File: src/rtl/lrbf_pkg.sv
// ----------------------------------------------------------------------------
// lrbf_pkg: shared types and codes for the log ring space manager
// Result status codes, request modes and the sequencer state type.
// ----------------------------------------------------------------------------
package lrbf_pkg;

    // Result status codes.
    localparam logic [2:0] STATUS_RESERVED = 3'd0;
    localparam logic [2:0] STATUS_EMPTY    = 3'd1;
    localparam logic [2:0] STATUS_NO_SPACE = 3'd2;
    localparam logic [2:0] STATUS_SEGMENT  = 3'd3;
    localparam logic [2:0] STATUS_NOTHING  = 3'd4;

    // Request modes.
    localparam logic MODE_RESERVE = 1'b0;
    localparam logic MODE_FLUSH   = 1'b1;

    // Sequencer states.
    typedef enum logic [1:0] {
        ST_IDLE,
        ST_RESERVE,
        ST_FLUSH
    } state_t;

endpackage

File: src/rtl/log_ring_reserve_and_block_flush_core.sv
// ----------------------------------------------------------------------------
// log_ring_reserve_and_block_flush_core: circular log space manager
// Reserves wrapped regions for messages and drains the log block by block.
// A request is captured in ST_IDLE and handled in ST_RESERVE or ST_FLUSH;
// each result beat is registered. A flush gives one segment per cycle from
// the shared segment step, at most BLOCK_COUNT + 1 segments in all; busy
// stays high until the final result.
// Reset: write and drain offsets clear to zero (empty log); results are never
// stalled, each is valid for the single cycle that strobe is high.
// ----------------------------------------------------------------------------
module log_ring_reserve_and_block_flush_core #(
    parameter int BUFFER_BYTES = 65536,
    parameter int BLOCK_COUNT  = 8
) (
    input  logic        clk,
    input  logic        rst_n,
    input  logic        start,
    output logic        busy,
    input  logic        mode,
    input  logic [15:0] msg_length,
    output logic        strobe,
    output logic [2:0]  status,
    output logic [15:0] first_offset,
    output logic [15:0] last_offset,
    output logic        near_full,
    output logic        last
);
    import lrbf_pkg::*;

    // Widths derived from the buffer geometry.
    localparam int OW   = $clog2(BUFFER_BYTES);
    localparam int FW   = OW + 1;
    localparam int CW   = ((FW > 17) ? FW : 17) + 1;
    localparam int XW   = (OW > 16) ? OW : 16;
    localparam int IW   = (BLOCK_COUNT > 1) ? $clog2(BLOCK_COUNT) : 1;
    localparam int NW   = $clog2(BLOCK_COUNT + 1);
    localparam int BS_RAW = BUFFER_BYTES / BLOCK_COUNT;
    localparam int BS   = (BS_RAW == 0) ? 1 : BS_RAW;
    localparam int FIRST_END = (BLOCK_COUNT == 1) ? BUFFER_BYTES - 1 : BS - 1;

    localparam logic [CW-1:0] BUF_C  = CW'(BUFFER_BYTES);
    localparam logic [FW-1:0] HALF_F = FW'(BUFFER_BYTES / 2);
    localparam logic [OW-1:0] TOP_O  = OW'(BUFFER_BYTES - 1);
    localparam logic [OW-1:0] BS_O   = OW'(BS);
    localparam logic [OW-1:0] FEND_O = OW'(FIRST_END);
    localparam logic [IW-1:0] LAST_BLK = IW'(BLOCK_COUNT - 1);
    localparam logic [NW-1:0] MAX_SEG  = NW'(BLOCK_COUNT);

    // Control and offset state.
    state_t          state_reg, state_next;
    logic [OW-1:0]   wr_reg, wr_next;
    logic [OW-1:0]   dr_reg, dr_next;
    logic [IW-1:0]   blk_reg, blk_next;
    logic [OW-1:0]   bend_reg, bend_next;
    logic [NW-1:0]   seg_reg, seg_next;
    logic            strobe_reg, strobe_next;

    // Captured request and result beat.
    logic [15:0]     len_reg, len_next;
    logic [2:0]      status_reg, status_next;
    logic [OW-1:0]   first_reg, first_next;
    logic [OW-1:0]   lastoff_reg, lastoff_next;
    logic            last_reg, last_next;

    // Free byte count of the current state.
    logic [FW-1:0]   free_now;
    logic [CW-1:0]   free_c;
    logic [CW-1:0]   sum_c;
    logic [CW-1:0]   wrap_c;
    logic [OW-1:0]   new_wr;
    logic [XW-1:0]   first_x;
    logic [XW-1:0]   lastoff_x;

    always_comb
    begin
        if (wr_reg == dr_reg)
            free_now = FW'(BUFFER_BYTES);
        else if (wr_reg > dr_reg)
            free_now = FW'(BUFFER_BYTES) - {1'b0, wr_reg} + {1'b0, dr_reg};
        else
            free_now = {1'b0, dr_reg} - {1'b0, wr_reg};
    end

    // Reserve arithmetic: advance write offset with wrap.
    always_comb
    begin
        free_c = CW'(free_now);
        sum_c  = CW'(wr_reg) + CW'(len_reg);
        wrap_c = (sum_c >= BUF_C) ? (sum_c - BUF_C) : sum_c;
        new_wr = wrap_c[OW-1:0];
    end

    // Sequencer: next state and result beat.
    always_comb
    begin
        state_next   = state_reg;
        wr_next      = wr_reg;
        dr_next      = dr_reg;
        blk_next     = blk_reg;
        bend_next    = bend_reg;
        seg_next     = seg_reg;
        len_next     = len_reg;
        strobe_next  = 1'b0;
        status_next  = status_reg;
        first_next   = first_reg;
        lastoff_next = lastoff_reg;
        last_next    = last_reg;

        case (state_reg)
            ST_IDLE:
            begin
                if (start)
                begin
                    len_next = msg_length;
                    seg_next = '0;
                    state_next = (mode == MODE_FLUSH) ? ST_FLUSH : ST_RESERVE;
                end
            end

            ST_RESERVE:
            begin
                strobe_next = 1'b1;
                last_next   = 1'b1;
                state_next  = ST_IDLE;
                if (len_reg == '0)
                begin
                    status_next  = STATUS_EMPTY;
                    first_next   = '0;
                    lastoff_next = '0;
                end
                else if (CW'(len_reg) > BUF_C || !(free_c > CW'(len_reg)))
                begin
                    status_next  = STATUS_NO_SPACE;
                    first_next   = '0;
                    lastoff_next = '0;
                end
                else
                begin
                    status_next  = STATUS_RESERVED;
                    first_next   = wr_reg;
                    lastoff_next = (new_wr == '0) ? TOP_O : new_wr - OW'(1);
                    wr_next      = new_wr;
                end
            end

            ST_FLUSH:
            begin
                strobe_next = 1'b1;
                if (dr_reg == wr_reg)
                begin
                    // Only reached on the first step: the log is empty.
                    status_next  = STATUS_NOTHING;
                    first_next   = '0;
                    lastoff_next = '0;
                    last_next    = 1'b1;
                    state_next   = ST_IDLE;
                end
                else
                begin
                    status_next = STATUS_SEGMENT;
                    first_next  = dr_reg;
                    if (wr_reg <= bend_reg && wr_reg > dr_reg)
                    begin
                        // Segment stops just before the write offset.
                        lastoff_next = wr_reg - OW'(1);
                        dr_next      = wr_reg;
                    end
                    else
                    begin
                        // Segment runs to the block end; move to the next block.
                        // The top of the ring wraps even when single-byte blocks
                        // run out before the last block index.
                        lastoff_next = bend_reg;
                        if (blk_reg == LAST_BLK || bend_reg == TOP_O)
                        begin
                            dr_next   = '0;
                            blk_next  = '0;
                            bend_next = FEND_O;
                        end
                        else
                        begin
                            dr_next   = bend_reg + OW'(1);
                            blk_next  = blk_reg + IW'(1);
                            bend_next = (blk_reg + IW'(1) == LAST_BLK) ?
                                        TOP_O : bend_reg + BS_O;
                        end
                    end
                    last_next = (dr_next == wr_reg) || (seg_reg == MAX_SEG);
                    seg_next  = seg_reg + NW'(1);
                    if (last_next)
                        state_next = ST_IDLE;
                end
            end

            default:
            begin
                state_next = ST_IDLE;
            end
        endcase
    end

    // Control state registers.
    always_ff @(posedge clk or negedge rst_n)
    begin
        if (!rst_n)
        begin
            state_reg  <= ST_IDLE;
            wr_reg     <= '0;
            dr_reg     <= '0;
            blk_reg    <= '0;
            bend_reg   <= FEND_O;
            seg_reg    <= '0;
            strobe_reg <= 1'b0;
        end
        else
        begin
            state_reg  <= state_next;
            wr_reg     <= wr_next;
            dr_reg     <= dr_next;
            blk_reg    <= blk_next;
            bend_reg   <= bend_next;
            seg_reg    <= seg_next;
            strobe_reg <= strobe_next;
        end
    end

    // Payload registers need no reset.
    always_ff @(posedge clk)
    begin
        len_reg     <= len_next;
        status_reg  <= status_next;
        first_reg   <= first_next;
        lastoff_reg <= lastoff_next;
        last_reg    <= last_next;
    end

    // Output beat; near_full reflects the state after this beat's update.
    assign first_x      = XW'(first_reg);
    assign lastoff_x    = XW'(lastoff_reg);
    assign busy         = (state_reg != ST_IDLE);
    assign strobe       = strobe_reg;
    assign status       = status_reg;
    assign first_offset = first_x[15:0];
    assign last_offset  = lastoff_x[15:0];
    assign near_full    = (free_now < HALF_F);
    assign last         = last_reg;

endmodule

File: config.mk
export PLATFORM = sky130hd
export DESIGN_NAME = log_ring_reserve_and_block_flush_core
export DESIGN_NICKNAME = d
export VERILOG_FILES = /design/src/rtl/lrbf_pkg.sv /design/src/rtl/log_ring_reserve_and_block_flush_core.sv
export SDC_FILE = /design/constraint.sdc
export NUM_CORES = 1
export LEC_CHECK = 0
export ABC_CLOCK_PERIOD_IN_PS = 5700
export BUFFER_PORTS_ARGS = -buffer_cell sky130_fd_sc_hd__buf_4
export CAP_MARGIN = 20
export CELL_PAD_IN_SITES_DETAIL_PLACEMENT = 0
export CELL_PAD_IN_SITES_GLOBAL_PLACEMENT = 1
export CORE_AREA = 2 2 150 108
export CTS_BUF_LIST = sky130_fd_sc_hd__clkbuf_8
export CTS_CLUSTER_SIZE = 24
export DETAILED_ROUTE_END_ITERATION = 8
export DIE_AREA = 0 0 152 110
export PLACE_DENSITY = 0.87
export SKIP_CTS_REPAIR_TIMING = 1
export SLEW_MARGIN = 25
export SYNTH_ARGS = -nofsm -noshare
export SYNTH_HDL_FRONTEND = slang
export SYNTH_SLANG_ARGS = --single-unit
File: constraint.sdc
create_clock -name clk -period 5.7 [get_ports clk]
set_clock_uncertainty 0.2 [all_clocks]
set_input_delay 1.425 -clock clk [delete_from_list [all_inputs] [get_ports clk]]
set_output_delay 1.425 -clock clk [all_outputs]
set_load 0.01 [all_outputs]
==> results of run 1 <==
synthesized netlist by cell type (all sizes together), types with 3 or more instances:
cell and number:
or3 3, nand3 11, a221oi 3, inv 54, clkbuf 20, o211ai 8
mux2 15, a31o 3, a21oi 54, nand2 68, a211oi 6, mux2i 7
nor2 52, nor2b 9, xor2 16, buf 6, nor3 16, or4b 3
o21a 6, and3b 3, a21o 22, edfxtp 52, a22oi 3, nor4b 3
a22o 5, and3 12, xnor2 33, dfrtp 45, a31oi 9, o22ai 15
a211o 4, o21ai 44, ha 76, o31ai 18, nand2b 11, nand4 15
o31a 6, and2 6, nor3b 4, nor4 12
per-stage QoR:
| step | instance area [um^2] | cells | hold slack, ns | setup slack (ns) |
|---|---|---|---|---|
| after CTS | 8230 | 1045 | 0.330 | 0.527 |
| after global routing | 8230 | 1045 | 0.362 | 0.361 |
| final | 8230 | 1046 | 0.326 | 0.513 |
| after floorplan | 7410 | 787 | 0.275 | 1.16 |
| after global placement | 8050 | 1029 | 0.302 | 0.992 |
| after detailed placement | 8050 | 1029 | 0.306 | 0.916 |
layer usage:
metal	vias to the layer above	global-route usage, %	part of all wire (%)
li1	3031	-	-
met1	3158	40.8	47
met2	345	40.8	42
met3	27	4.14	9.3
met4	0	6.41	1.4
met5	-	0	0
cells by family (layout without fill, tap and decap cells):
family                   after synthesis  after routing
AO/OA/AOI/OAI                        226            226
XOR/XNOR                              49             49
adder cells (fa/ha/maj)               78             78
buffers and inverters                 80            138
flip-flops                            98             98
multiplexers                          22             22
other                                  0              1
AND/OR/NAND/NOR                      234            234
path summary, 6_finish.rpt:
path | end | slack [ns]
worst max-delay path | near_full | 0.51
worst min-delay path | dr_reg[6] | 0.33
worst max register to register | last_offset[13] | 0.83
worst min register to register | dr_reg[6] | 0.33
max in group asynchronous | dr_reg[3] | 3.99
min in group asynchronous | seg_reg[3] | 0.85
worst min-delay path: cells and delay by family, from the launching register on:
kind / cells / cell delay [ns]
simple gates: 1 / 0.06
compound gates: 1 / 0.06
flops: 1 / 0.38
final cells by class:
class	instances	area, um^2	area share [%]
Inverter	54	203	2.46
Clock inverter	7	51.3	0.623
Multi-Input combinational cell	609	4370	53.1
Timing Repair Buffer	68	510	6.20
Antenna cell	1	2.50	0.0304
Tap cell	200	250	3.04
Sequential cell	98	2710	33.0
Clock buffer	9	124	1.51
==> flow_summary.yaml, run 1 <==
worst_setup_path:
  r2r_start: "wr_reg[1]"
  path_depth: 10
  cp_cell_sequence: "inv_1 > fa_1 > nand3_1 > a21oi_1 > o31a_1 > a221o_1 > or4b_1 > and2_4 > nor3b_1 > buf_4"
  cp-end-kind: "primary output"
  worstSetupPathType: "register to primary output"
  cp-startpoint: "wr_reg[1]"
  critPathMaxFanout: 8
  r2r_cells: 19
  path_delay_family: "simple AND/OR/NAND/NOR gates"
  cp.arrival_ns: 3.56
  worst_ep_required_time_ns: 4.07
  cp_slowest_stage_delay_ns: 0.56
  path_buf_inv: 2
  slowest_stage: "or4b_1"
  cp-start-kind: "register"
yosys:
  netlist_instances: 787
  yosysTopAreaCellShare_pct: 21.1
  ys_seq_elements: 98
  async_reset_ff_share_pct: 46.9
  synthSimpleGateAreaFrac_pct: 16.2
  synth_top_family_by_area: "compound AO/OA/AOI/OAI gates"
  seq_area_frac_synth_pct: 36.6
  synth_fa_ha_area_share_pct: 13.4
  ys_top_cells_by_area: "edfxtp_1 21%, dfrtp_1 15%, ha_1 13%"
  synthXorXnorAreaFrac_pct: 5.79
  yosysTopAreaCell: "edfxtp_1"
  synth_mux_area_share_pct: 3.23
  synth_area_um2: 7410
  synth_warnings: 0
  synth_cell_types: 75
  synthesis.nets: 885
  synth_edf_count: 52
  syn_avg_cell_area_um2: 9.41
  yosys_most_used_dff: "edfxtp_1"
  synth_compound_area_share_pct: 20.4
floorplan:
  die_area_um2: 16700
  initial_core_util_pct: 48.5
  dieWidth_um: 152
  rows: 38
  die_h_um: 110
  io_pins: 59
  core_um2: 15300
timing:
  setup-violations-final: 0
  slew_violations: 0
  rsz0062_at_grt: "no"
  slew_headroom_pct: 31.7
  tightest_slew_ns: 1.02
  period_minus_slack_ns: 5.19
  max_freq_ghz: 0.193
  finalCritPeriodShare_pct: 91.0
  finalHoldViolCount: 0
  setup-tns-final_ns: 0
worst_hold_path:
  worstHoldStart: "dr_reg[6]"
  hp-class: "register to register"
  min_path_cells: 2
cells_and_area:
  final_cell_mix: "76 x ha_1, 68 x nand2_1, 68 x buf_4"
  final_common_cell: "ha_1"
  drive_gt1_share_pct: 13.8
  nets: 938
  final_util_pct: 53.9
  syn_to_final_growth_pct: 11.1
  n_fill_cell: 1356
routing:
  wl_per_cell_um: 21.1
  vias: 6561
  drc: 0
  wl_um: 22100
  ant_nets: 0
  drtIter0Drc: 727
  viasPerCell: 6.27
  drt_pass1_iterations: 5
cts:
  cts-root-buf: "clkbuf_8"
  cts_tree: "built"
  clkSinkCount: 98
  h-tree-depth: 3
  cts_buffers: 9
  clk_latency_ns: 0.39
  path_clk_slew_ns: 0.11
  clock_path_buffers: 2
global_routing:
  grt_max_degree: 47
  antenna_found_initial: 0
  grt_usage_pct: 27.0
  grt_overflow: 0
  grt_pass1_wl_um: 34900
  grt_pass1_vias: 6204
run:
  maxCapViolCount: 0
place:
  dp_hpwl_um: 16900
  gp_congestion: 1.00
  port_buffers: 58
status:
  status: "completed"
Power of run 1 is not shown: default switching activity piles up to over one toggle a cycle in this logic, so the estimate is an artifact.
==> run 2: changes to the inputs <==
--- a/config.mk
+++ b/config.mk
@@ -8,14 +8,15 @@
 export ABC_CLOCK_PERIOD_IN_PS = 5700
 export BUFFER_PORTS_ARGS = -buffer_cell sky130_fd_sc_hd__buf_4
 export CAP_MARGIN = 20
-export CELL_PAD_IN_SITES_DETAIL_PLACEMENT = 0
-export CELL_PAD_IN_SITES_GLOBAL_PLACEMENT = 1
-export CORE_AREA = 2 2 150 108
+export CELL_PAD_IN_SITES_DETAIL_PLACEMENT = 1
+export CELL_PAD_IN_SITES_GLOBAL_PLACEMENT = 2
+export CORE_AREA = 2 2 166 119
 export CTS_BUF_LIST = sky130_fd_sc_hd__clkbuf_8
 export CTS_CLUSTER_SIZE = 24
 export DETAILED_ROUTE_END_ITERATION = 8
-export DIE_AREA = 0 0 152 110
-export PLACE_DENSITY = 0.87
+export DIE_AREA = 0 0 168 121
+export PLACE_DENSITY = 0.86
+export SETUP_SLACK_MARGIN = 0.4
 export SKIP_CTS_REPAIR_TIMING = 1
 export SLEW_MARGIN = 25
 export SYNTH_ARGS = -nofsm -noshare
==> run 2 against run 1 <==
Effect of this change: register-to-register slack worse by 0.13 ns; design area is 0.94% higher; global-route usage down 1.3 points; core utilization shrank 9.4 points; critical path type unchanged; flip-flop and latch count stayed put; die area increased by 22%.
==> flow_summary.yaml, run 2 (synthesis gave the netlist of run 1 again) <==
worst_setup_path:
  cp-end-kind: "primary output"
  worst_ep_required_time_ns: 4.07
  critPathMaxFanout: 7
  cp.arrival_ns: 3.56
  r2r_slack_ns: 0.70
  worstSetupPathType: "register to primary output"
  cp-start-kind: "register"
cts:
  clkSinkCount: 98
  cts_buffers: 9
  clock_path_buffers: 2
  path_clk_slew_ns: 0.11
  cts_tree: "built"
  h-tree-depth: 3
  cts-root-buf: "clkbuf_8"
  clk_latency_ns: 0.39
timing:
  finalHoldViolCount: 0
  tightest_slew_ns: 1.11
  slew_headroom_pct: 25.7
  rsz0062_at_grt: "no"
  setup-tns-final_ns: 0
  setup-violations-final: 0
  max_freq_ghz: 0.193
  slew_violations: 0
  period_minus_slack_ns: 5.18
  finalCritPeriodShare_pct: 91.0
cells_and_area:
  final_util_pct: 44.5
  final_common_cell: "ha_1"
  diodes: 0
  final_cell_mix: "76 x ha_1, 70 x buf_4, 68 x nand2_1"
  syn_to_final_growth_pct: 12.1
  drive_gt1_share_pct: 14.8
  nets: 940
place:
  port_buffers: 58
  dp_hpwl_um: 19600
  gp_congestion: 0.956
floorplan:
  die_area_um2: 20300
  rows: 42
  die_h_um: 121
  core_um2: 18700
  io_pins: 59
  dieWidth_um: 168
  initial_core_util_pct: 39.7
global_routing:
  antenna_found_initial: 0
  grt_pass1_vias: 6862
  grt_max_degree: 47
  grt_overflow: 0
  grt_usage_pct: 25.7
  grt_pass1_wl_um: 39600
routing:
  drtIter0Drc: 710
  wl_um: 25000
  viasPerCell: 6.01
  ant_nets: 0
  drc: 0
  vias: 6546
  drt_pass1_iterations: 5
  wl_per_cell_um: 23.0
run:
  maxCapViolCount: 0
worst_hold_path:
  hp-class: "register to register"
status:
  status: "completed"
## run 2: changes by cell type in the layout (fill, tap and decap cells not counted), moves of 2 or more
cell / change
buf_4: +2
inv_6: -3
clkinv_4: +2
dfrtp_1: -5
dfrtp_2: +5
o21ai_0: -2
## run 2: metrics by stage
step / setup WS, ns / hold slack (ns) / area, um^2 / std cells
CTS: 0.436 / 0.337 / 8290 / 1089
floorplan: 1.16 / 0.275 / 7410 / 787
finish: 0.516 / 0.334 / 8310 / 1089
global placement: 0.899 / 0.300 / 8120 / 1073
global route: 0.401 / 0.371 / 8310 / 1089
detailed placement: 0.677 / 0.312 / 8120 / 1073
## run 2: worst paths after layout
| kind | from | end | cells past startpoint |
|---|---|---|---|
| min in group asynchronous | rst_n | state_reg[0] | 1 |
| min | state_reg[1] | state_reg[1] | 1 |
| max in group asynchronous | rst_n | wr_reg[2] | 1 |
| max reg2reg | wr_reg[5] | last_offset[9] | 17 |
| max | wr_reg[5] | near_full | 10 |
| min reg2reg | state_reg[1] | state_reg[1] | 1 |
## run 2: critical path, stage by stage (launching register included)
cell     delay, ns
dfrtp_1       0.54
inv_1         0.19
ha_1          0.38
nand3_1       0.12
nand2_1       0.09
o31a_1        0.33
a221o_1       0.44
or4b_1        0.56
and2_4        0.21
nor3b_1       0.15
buf_4         0.16
## run 2: final cells by class
| cell class | count | area, um^2 |
|---|---|---|
| clock buffer | 9 | 124 |
| clock inverter | 7 | 48.8 |
| fill | 2175 | 10300 |
| inverter | 54 | 203 |
| multi-input combinational | 609 | 4380 |
| sequential | 98 | 2720 |
| tap | 242 | 303 |
| timing repair buffer | 70 | 526 |
## run 2: routing by layer
layer / GRT usage [%] / share of wire, %
met5: 0 / 0
met4: 6.09 / 1.6
met3: 5.90 / 7.2
met2: 39.7 / 44
met1: 36.6 / 47
Power of run 2 is left out for the same reason.
